File: src/design/rclf_pkg.sv
// shared types, constants and helpers for the command lease and feedback tracker
package rclf_pkg;

  localparam int unsigned CFG_W     = 16;
  localparam int unsigned CFG_IDX_W = 2;
  localparam int unsigned TIME_W    = 64;
  localparam int unsigned SER_W     = 32;

  // register indexes on the configuration port
  localparam logic [CFG_IDX_W-1:0] CFG_LEASE_MS    = 2'd0;
  localparam logic [CFG_IDX_W-1:0] CFG_FB_MAX_MS   = 2'd1;
  localparam logic [CFG_IDX_W-1:0] CFG_FB_COOL_MS  = 2'd2;

  localparam logic [CFG_W-1:0] LEASE_MS_RST   = 16'd1000;
  localparam logic [CFG_W-1:0] FB_MAX_MS_RST  = 16'd500;
  localparam logic [CFG_W-1:0] FB_COOL_MS_RST = 16'd1000;

  // opcode values
  localparam logic OP_TICK = 1'b0;
  localparam logic OP_CMD  = 1'b1;

  localparam logic [SER_W-1:0] SERIAL_HALF = 32'h8000_0000;

  // queue between front and back, power of two
  localparam int unsigned QUEUE_DEPTH = 2;

  typedef struct packed {
    logic              opcode;
    logic [TIME_W-1:0] now_ms;
    logic [SER_W-1:0]  session_id;
    logic [SER_W-1:0]  sequence_req;
    logic [SER_W-1:0]  feedback_serial;
    logic [SER_W-1:0]  press_duration_ms;
    logic              laser_request;
    logic              servo_en;
  } in_word_t;

  typedef struct packed {
    logic accepted;
    logic lease_active;
    logic laser_on;
    logic press_active;
  } out_word_t;

  // classified word handed from front to back
  typedef struct packed {
    logic              is_cmd;
    logic [TIME_W-1:0] now_ms;
    logic [SER_W-1:0]  session_id;
    logic [SER_W-1:0]  sequence_req;
    logic [SER_W-1:0]  feedback_serial;
    logic              fb_nonzero;
    logic              dur_nonzero;
    logic              laser_request;
    logic              servo_en;
    logic [TIME_W-1:0] press_end;
    logic [TIME_W-1:0] cool_end;
  } cls_word_t;

  // serial compare modulo 2^32
  function automatic logic is_newer(input logic [SER_W-1:0] cand,
                                    input logic [SER_W-1:0] prev);
    logic [SER_W-1:0] d;
    d = cand - prev;
    return (d != '0) && (d < SERIAL_HALF);
  endfunction

endpackage

File: src/design/rclf_front.sv
// front end: takes input words, clamps the press and precomputes end times
module rclf_front (
  input  logic                             in_valid,
  output logic                             in_stall,
  input  rclf_pkg::in_word_t               in_word,
  input  logic [rclf_pkg::CFG_W-1:0]       fb_max_ms,
  input  logic [rclf_pkg::CFG_W-1:0]       fb_cool_ms,
  input  logic                             q_full,
  output logic                             q_push,
  output rclf_pkg::cls_word_t              q_wdata
);

  logic [rclf_pkg::CFG_W-1:0]    dur_c;
  logic [rclf_pkg::CFG_W:0]      dur_cool;
  logic [rclf_pkg::TIME_W:0]     pe_sum;
  logic [rclf_pkg::TIME_W:0]     ce_sum;

  assign in_stall = q_full;
  assign q_push   = in_valid && !q_full;

  // clamp to the configured maximum
  assign dur_c = (in_word.press_duration_ms > {16'd0, fb_max_ms}) ?
                 fb_max_ms : in_word.press_duration_ms[rclf_pkg::CFG_W-1:0];
  assign dur_cool = {1'b0, dur_c} + {1'b0, fb_cool_ms};

  // saturating end times; a saturated press end implies a saturated cooldown end
  assign pe_sum = {1'b0, in_word.now_ms} + {49'd0, dur_c};
  assign ce_sum = {1'b0, in_word.now_ms} + {48'd0, dur_cool};

  always_comb begin
    q_wdata.is_cmd          = (in_word.opcode == rclf_pkg::OP_CMD);
    q_wdata.now_ms          = in_word.now_ms;
    q_wdata.session_id      = in_word.session_id;
    q_wdata.sequence_req    = in_word.sequence_req;
    q_wdata.feedback_serial = in_word.feedback_serial;
    q_wdata.fb_nonzero      = (in_word.feedback_serial != '0);
    q_wdata.dur_nonzero     = (in_word.press_duration_ms != '0);
    q_wdata.laser_request   = in_word.laser_request;
    q_wdata.servo_en        = in_word.servo_en;
    q_wdata.press_end       = pe_sum[rclf_pkg::TIME_W] ? '1 : pe_sum[rclf_pkg::TIME_W-1:0];
    q_wdata.cool_end        = ce_sum[rclf_pkg::TIME_W] ? '1 : ce_sum[rclf_pkg::TIME_W-1:0];
  end

endmodule

File: src/design/rclf_queue.sv
// short queue of classified words between front and back
module rclf_queue (
  input  logic                 clk,
  input  logic                 rst_n,
  input  logic                 push,
  input  rclf_pkg::cls_word_t  wdata,
  input  logic                 pop,
  output rclf_pkg::cls_word_t  rdata,
  output logic                 not_empty,
  output logic                 full
);

  localparam int unsigned PTR_W = $clog2(rclf_pkg::QUEUE_DEPTH);
  localparam int unsigned CNT_W = $clog2(rclf_pkg::QUEUE_DEPTH + 1);
  localparam logic [CNT_W-1:0] DEPTH_C = CNT_W'(rclf_pkg::QUEUE_DEPTH);

  rclf_pkg::cls_word_t     slot_r [rclf_pkg::QUEUE_DEPTH];
  logic [PTR_W-1:0]        wr_ptr_r, wr_ptr_nxt;
  logic [PTR_W-1:0]        rd_ptr_r, rd_ptr_nxt;
  logic [CNT_W-1:0]        count_r, count_nxt;

  assign not_empty = (count_r != '0);
  assign full      = (count_r == DEPTH_C);
  assign rdata     = slot_r[rd_ptr_r];

  always_comb begin
    wr_ptr_nxt = push ? wr_ptr_r + PTR_W'(1) : wr_ptr_r;
    rd_ptr_nxt = pop  ? rd_ptr_r + PTR_W'(1) : rd_ptr_r;
    count_nxt  = count_r;
    if (push && !pop) begin
      count_nxt = count_r + CNT_W'(1);
    end else if (pop && !push) begin
      count_nxt = count_r - CNT_W'(1);
    end
  end

  always_ff @(posedge clk) begin
    if (!rst_n) begin
      wr_ptr_r <= '0;
      rd_ptr_r <= '0;
      count_r  <= '0;
    end else begin
      wr_ptr_r <= wr_ptr_nxt;
      rd_ptr_r <= rd_ptr_nxt;
      count_r  <= count_nxt;
    end
  end

  always_ff @(posedge clk) begin
    if (push) begin
      slot_r[wr_ptr_r] <= wdata;
    end
  end

endmodule

File: src/design/rclf_back.sv
// back end: lease, session and press state, plus the result register
module rclf_back (
  input  logic                        clk,
  input  logic                        rst_n,
  input  logic [rclf_pkg::CFG_W-1:0]  lease_ms,
  input  rclf_pkg::cls_word_t         q_rdata,
  input  logic                        q_not_empty,
  output logic                        q_pop,
  output logic                        out_valid,
  input  logic                        out_stall,
  output rclf_pkg::out_word_t         out_word
);

  logic                          known_r, known_nxt;
  logic [rclf_pkg::SER_W-1:0]    cur_sess_r, cur_sess_nxt;
  logic [rclf_pkg::SER_W-1:0]    last_seq_r, last_seq_nxt;
  logic [rclf_pkg::SER_W-1:0]    last_fb_r, last_fb_nxt;
  logic                          leased_r, leased_nxt;
  logic                          laser_r, laser_nxt;
  logic                          press_r, press_nxt;
  logic [rclf_pkg::TIME_W-1:0]   press_end_r, press_end_nxt;
  logic [rclf_pkg::TIME_W-1:0]   cool_end_r, cool_end_nxt;
  logic [rclf_pkg::TIME_W-1:0]   last_cmd_r, last_cmd_nxt;
  logic                          out_valid_r, out_valid_nxt;
  rclf_pkg::out_word_t           out_word_r, out_word_nxt;

  logic [rclf_pkg::TIME_W-1:0]   elapsed;
  logic                          lease_exp;
  logic                          leased1, laser1, press1, press2;
  logic [rclf_pkg::TIME_W-1:0]   pend1;
  logic                          fresh, stale, take, reconnect;
  logic [rclf_pkg::SER_W-1:0]    fb_base;
  logic                          fb_new, press_base, start;

  assign q_pop     = q_not_empty && (!out_valid_r || !out_stall);
  assign out_valid = out_valid_r;
  assign out_word  = out_word_r;

  always_comb begin
    // expiry checks run on every word
    elapsed   = q_rdata.now_ms - last_cmd_r;
    lease_exp = leased_r && (elapsed >= {48'd0, lease_ms});
    leased1   = leased_r && !lease_exp;
    laser1    = laser_r && !lease_exp;
    press1    = press_r && !lease_exp;
    pend1     = lease_exp ? '0 : press_end_r;
    press2    = press1 && !(q_rdata.now_ms >= pend1);

    // command classification against the session
    fresh = !known_r || (cur_sess_r != q_rdata.session_id);
    stale = !fresh && (q_rdata.sequence_req != last_seq_r) &&
            !rclf_pkg::is_newer(q_rdata.sequence_req, last_seq_r);
    take      = q_rdata.is_cmd && !stale;
    reconnect = fresh || !leased1;

    fb_base    = fresh ? '0 : last_fb_r;
    press_base = fresh ? 1'b0 : press2;
    fb_new     = q_rdata.fb_nonzero &&
                 ((fb_base == '0) || rclf_pkg::is_newer(q_rdata.feedback_serial, fb_base));
    start      = fb_new && !reconnect && q_rdata.servo_en && !press_base &&
                 (q_rdata.now_ms >= cool_end_r) && q_rdata.dur_nonzero;

    known_nxt     = known_r;
    cur_sess_nxt  = cur_sess_r;
    last_seq_nxt  = last_seq_r;
    last_fb_nxt   = last_fb_r;
    leased_nxt    = leased_r;
    laser_nxt     = laser_r;
    press_nxt     = press_r;
    press_end_nxt = press_end_r;
    cool_end_nxt  = cool_end_r;
    last_cmd_nxt  = last_cmd_r;
    out_valid_nxt = out_valid_r && out_stall;
    out_word_nxt  = out_word_r;

    if (q_pop) begin
      if (take) begin
        known_nxt     = 1'b1;
        cur_sess_nxt  = q_rdata.session_id;
        last_seq_nxt  = q_rdata.sequence_req;
        last_fb_nxt   = fb_new ? q_rdata.feedback_serial : fb_base;
        leased_nxt    = 1'b1;
        laser_nxt     = q_rdata.laser_request;
        press_nxt     = start || press_base;
        press_end_nxt = start ? q_rdata.press_end : (fresh ? '0 : pend1);
        cool_end_nxt  = start ? q_rdata.cool_end : cool_end_r;
        last_cmd_nxt  = q_rdata.now_ms;
      end else begin
        leased_nxt    = leased1;
        laser_nxt     = laser1;
        press_nxt     = press2;
        press_end_nxt = pend1;
      end
      out_valid_nxt             = 1'b1;
      out_word_nxt.accepted     = take;
      out_word_nxt.lease_active = leased_nxt;
      out_word_nxt.laser_on     = laser_nxt;
      out_word_nxt.press_active = press_nxt;
    end
  end

  always_ff @(posedge clk) begin
    if (!rst_n) begin
      known_r     <= 1'b0;
      cur_sess_r  <= '0;
      last_seq_r  <= '0;
      last_fb_r   <= '0;
      leased_r    <= 1'b0;
      laser_r     <= 1'b0;
      press_r     <= 1'b0;
      press_end_r <= '0;
      cool_end_r  <= '0;
      last_cmd_r  <= '0;
      out_valid_r <= 1'b0;
    end else begin
      known_r     <= known_nxt;
      cur_sess_r  <= cur_sess_nxt;
      last_seq_r  <= last_seq_nxt;
      last_fb_r   <= last_fb_nxt;
      leased_r    <= leased_nxt;
      laser_r     <= laser_nxt;
      press_r     <= press_nxt;
      press_end_r <= press_end_nxt;
      cool_end_r  <= cool_end_nxt;
      last_cmd_r  <= last_cmd_nxt;
      out_valid_r <= out_valid_nxt;
    end
  end

  always_ff @(posedge clk) begin
    out_word_r <= out_word_nxt;
  end

endmodule

File: src/design/remote_command_lease_feedback.sv
// top level of the remote command lease and feedback press tracker
// Takes one word per cycle while in_stall is low, tick or command, each
// stamped with a millisecond time, and returns one result word per input
// word in order. Throughput is one word per clock without result stalls;
// an accepted word passes the queue and then the result register. The front
// classifies a word in the cycle it is accepted (clamps the press duration,
// precomputes saturating press and cooldown end times) and writes it to a
// two-entry queue; the back pops one word per cycle without result stalls,
// runs the lease and press expiry, the session and serial checks and the
// state update, and loads the result register. The back's per-word update
// (a 64-bit elapsed-time subtract and compare next to two 64-bit time
// compares) sets the clock period. in_stall rises only when the queue is
// full, which happens only while the result side stalls. Configuration
// registers must be written through cfg_we/cfg_index/cfg_data only while no
// word is in flight (not enforced by the block); an unknown index is ignored.
module remote_command_lease_feedback (
  input  logic                                clk,
  input  logic                                rst_n,
  // input channel
  input  logic                                in_valid,
  output logic                                in_stall,
  input  rclf_pkg::in_word_t                  in_word,
  // result channel
  output logic                                out_valid,
  input  logic                                out_stall,
  output rclf_pkg::out_word_t                 out_word,
  // configuration write port
  input  logic                                cfg_we,
  input  logic [rclf_pkg::CFG_IDX_W-1:0]      cfg_index,
  input  logic [rclf_pkg::CFG_W-1:0]          cfg_data
);

  // configuration registers
  logic [rclf_pkg::CFG_W-1:0] lease_ms_r, lease_ms_nxt;
  logic [rclf_pkg::CFG_W-1:0] fb_max_r, fb_max_nxt;
  logic [rclf_pkg::CFG_W-1:0] fb_cool_r, fb_cool_nxt;

  // queue hookup
  logic                q_push, q_pop, q_full, q_not_empty;
  rclf_pkg::cls_word_t q_wdata, q_rdata;

  // register decode, unknown index falls through
  always_comb begin
    lease_ms_nxt = lease_ms_r;
    fb_max_nxt   = fb_max_r;
    fb_cool_nxt  = fb_cool_r;
    if (cfg_we) begin
      unique case (cfg_index)
        rclf_pkg::CFG_LEASE_MS:   lease_ms_nxt = cfg_data;
        rclf_pkg::CFG_FB_MAX_MS:  fb_max_nxt   = cfg_data;
        rclf_pkg::CFG_FB_COOL_MS: fb_cool_nxt  = cfg_data;
        default: ;
      endcase
    end
  end

  always_ff @(posedge clk) begin
    if (!rst_n) begin
      lease_ms_r <= rclf_pkg::LEASE_MS_RST;
      fb_max_r   <= rclf_pkg::FB_MAX_MS_RST;
      fb_cool_r  <= rclf_pkg::FB_COOL_MS_RST;
    end else begin
      lease_ms_r <= lease_ms_nxt;
      fb_max_r   <= fb_max_nxt;
      fb_cool_r  <= fb_cool_nxt;
    end
  end

  // front: accept and classify
  rclf_front u_front (
    .in_valid   (in_valid),
    .in_stall   (in_stall),
    .in_word    (in_word),
    .fb_max_ms  (fb_max_r),
    .fb_cool_ms (fb_cool_r),
    .q_full     (q_full),
    .q_push     (q_push),
    .q_wdata    (q_wdata)
  );

  // decoupling queue
  rclf_queue u_queue (
    .clk       (clk),
    .rst_n     (rst_n),
    .push      (q_push),
    .wdata     (q_wdata),
    .pop       (q_pop),
    .rdata     (q_rdata),
    .not_empty (q_not_empty),
    .full      (q_full)
  );

  // back: state update and result register
  rclf_back u_back (
    .clk         (clk),
    .rst_n       (rst_n),
    .lease_ms    (lease_ms_r),
    .q_rdata     (q_rdata),
    .q_not_empty (q_not_empty),
    .q_pop       (q_pop),
    .out_valid   (out_valid),
    .out_stall   (out_stall),
    .out_word    (out_word)
  );

endmodule

File: config.mk
export PLATFORM = sky130hd
export DESIGN_NAME = remote_command_lease_feedback
export DESIGN_NICKNAME = d
export VERILOG_FILES = /design/src/design/rclf_pkg.sv /design/src/design/rclf_front.sv /design/src/design/rclf_queue.sv /design/src/design/rclf_back.sv /design/src/design/remote_command_lease_feedback.sv
export SDC_FILE = /design/constraint.sdc
export NUM_CORES = 2
export LEC_CHECK = 0
export BUFFER_PORTS_ARGS = -buffer_cell sky130_fd_sc_hd__buf_2
export CAP_MARGIN = 15
export CORE_MARGIN = 8
export CORE_UTILIZATION = 40
export CTS_CLUSTER_SIZE = 28
export DETAILED_ROUTE_END_ITERATION = 7
export PLACE_DENSITY_LB_ADDON = 0.1
export SYNTH_ARGS = -nofsm -noshare
export SYNTH_HDL_FRONTEND = slang
export SYNTH_SLANG_ARGS = --single-unit
File: constraint.sdc
create_clock -name clk -period 18.4 [get_ports clk]
set_clock_uncertainty 0.15 [all_clocks]
set_input_delay 3.68 -clock clk [delete_from_list [all_inputs] [get_ports clk]]
set_output_delay 3.68 -clock clk [all_outputs]
set_load 0.05 [all_outputs]
==> run summary <==
post-DP HPWL = 113,000 um
Initial Utilization = 40.2%
RSZ-0062 raised after global routing = no
Setup Buffers After CTS = 0
CTS Root Cell = clkbuf_16
leak pwr = 0.0226 uW
syn_area_per_cell = 10.2 sq um
Primary FF master, synth = edfxtp_1
pin count of the biggest net entering global routing = 230
row count = 134
CP Data Arrival Time = 12.91 ns
flip-flop and latch count after synthesis = 936
Iter 0 DRT Violations = 3,265
Sum Neg Setup Slack = 0 ns
share of layout cells above drive strength 1 = 12.7%
vias post-DR = 40,500
WL/cell = 22.1 um
CP Max Fanout = 65
hold buffers post-CTS = 0
clock latency on the worst-skew pair = 0.74 ns
Peak Freq = 80.5 MHz
Max-slew headroom = 22.0%
first-pass GRT wire length = 243,000 um
final weighted congestion in routability-driven placement = 0.921
P&R area growth vs syn = 11.2%
hold_sp = u_back.cool_end_r[9]$_SDFFE_PN0P_
Peak supply drop = 0.0966 mV
synthesized area = 53,500 sq um
Final Cell Area = 59,500 sq um
H-Tree Depth = 3
Hold WC Path Type = flop to flop
Net Count, Synth = 5,785
Hold Fails Final Rpt = 0
CTS buffer count = 106
crit-path max cell delay = 0.96 ns
Crit. End Element = flop
total power = 8460 uW
initial antenna violation count = 15
GRT Resource Usage Total = 21.0%
gr ovfl total = 0
crit path buf inv count = 3
Die Span X = 382 um
Cells after Synth = 5,227
Cell Area, Placed = 56,000 sq um
nets@finish = 5,871
post-synthesis async set-or-reset flop share = 0%
Routed Antenna Nets = 0
core area = 133,000 sq um
crit path time final = 12.42 ns
worst path required time = 18.89 ns
Worst-path clk slew = 0.06 ns
most common cell after layout, fill and taps aside = edfxtp_1
CP Launch Type = flop
CTS tree = done
worst-margin pin slew = 1.17 ns
number of detailed-route iterations in the first pass = 6
die area = 146,000 sq um
WL final = 159,000 um
Port Buffers = 223
CTS resizes = 0
Sink Count = 936
status = completed
count of different cell masters after synthesis = 92
Setup CP Type = flop to flop
slowest library cell on the worst path = and3_2
Setup-failing EPs final = 0
sequential area share after synthesis = 46.1%
I/O pin count = 224
PwrDens = 142 nW/um^2
CP delay by family, top = compound AO/OA/AOI/OAI gates
period utilization = 67.5%
DRC errors left = 0
count of pins over their slew limit = 0
most frequent cells in the layout = 590 x edfxtp_1, 549 x nand2_1, 345 x dfxtp_1, 320 x ha_1, 302 x inv_1
maxcap violations = 0
vias per inst = 5.64
number of global-route vias before repair = 39,300
Die H = 382 um
Synth warnings = 0
worst-case clock buffer depth = 3
number of synthesized flops with an enable pin = 590
kinds of logic (layout without fill, tap and decap cells):
group,after synthesis,in the layout,share of synthesized area (%)
DFF,936,936,46.1
buffers and inverters,596,776,4.68
AOI/OAI and AO/OA,1116,1116,13.7
adders and majority gates,340,340,8.23
and+or+nand+nor,1584,1584,15.0
other,0,5,0
muxes,489,489,9.63
xor gates and xnor gates,166,166,2.72
stage by stage:
step	hold WS (ns)	cells	utilization [%]	setup WS (ns)
3_5_place_dp	0.301	6973	42.1	5.95
6_report	0.307	7180	44.7	5.98
3_3_place_gp	0.296	6973	42.1	5.99
2_1_floorplan	0.288	5227	-	1.32
4_1_cts	0.309	7175	44.7	5.89
5_1_grt	0.320	7179	44.7	5.17
worst min-delay path, stage by stage (launching register included):
cell and delay [ns]:
dfxtp_1 0.30, nand2_1 0.05, mux2i_1 0.05
synthesized netlist by cell type (70+ instances only):
library cell,instances,area [sq um]
nand3_1,145,726
nor2b_1,160,1000
dfxtp_1,346,6930
nor4_1,126,788
nor2_1,160,601
mux2i_1,283,2830
xnor2_1,99,867
a21oi_1,249,1250
nand4_1,93,582
and3_1,104,651
o21ai_0,230,1150
clkbuf_1,213,800
mux2_2,206,2320
ha_1,320,4000
edfxtp_1,590,17700
nor3_1,75,375
nand2_1,551,2070
inv_1,302,1130
a21o_1,70,526
routing by layer:
| layer | wire length (um) | global-route usage (%) | up-vias |
|---|---|---|---|
| met3 | 8880 | 3.86 | 246 |
| met4 | 4310 | 5.81 | 2 |
| li1 | - | - | 19500 |
| met5 | 13 | 0 | - |
| met1 | 74000 | 29.4 | 19700 |
| met2 | 71800 | 33.2 | 1068 |
registers in the layout, summed over array words and instances, names as in the netlist, named ones only:
signal and count:
u_queue.slot_r 586, u_back.cool_end_r 64, u_back.last_cmd_r 64, u_back.press_end_r 64, u_back.cur_sess_r 32, u_back.last_fb_r 32
u_back.last_seq_r 32, fb_cool_r 16, fb_max_r 16, lease_ms_r 16, u_back.out_word 4, u_queue.count_r 2
u_back.known_r 1, u_back.laser_r 1, u_back.leased_r 1, u_back.out_valid 1, u_back.press_r 1, u_queue.rd_ptr_r 1
u_queue.wr_ptr_r 1
path summary, 6_finish.rpt:
kind | endpoint | slack (ns) | cells after the start
worst max register to register | u_back.cool_end_r[33]$_SDFFE_PN0P_ | 5.98 | 36
worst max-delay path | u_back.cool_end_r[33]$_SDFFE_PN0P_ | 5.98 | 36
worst min register to register | u_back.cool_end_r[9]$_SDFFE_PN0P_ | 0.31 | 2
worst min-delay path | u_back.cool_end_r[9]$_SDFFE_PN0P_ | 0.31 | 2
power by group:
part	leakage, uW	internal [uW]	switching [uW]
Clock	0.00169	1220	892
Sequential	0.00831	2560	107
Combinational	0.0126	1340	2340
Total	0.0226	5120	3340
final cells by class:
cell class | instances | area [sq um]
inverter | 303 | 1140
fill | 12900 | 73600
clock buffer | 149 | 2860
sequential | 936 | 24600
clock inverter | 53 | 606
tap | 1768 | 2210
multi-input combinational | 3695 | 26500
timing repair buffer | 271 | 1540
antenna | 5 | 12.5
Note: power is estimated with default switching activity, not from simulation.
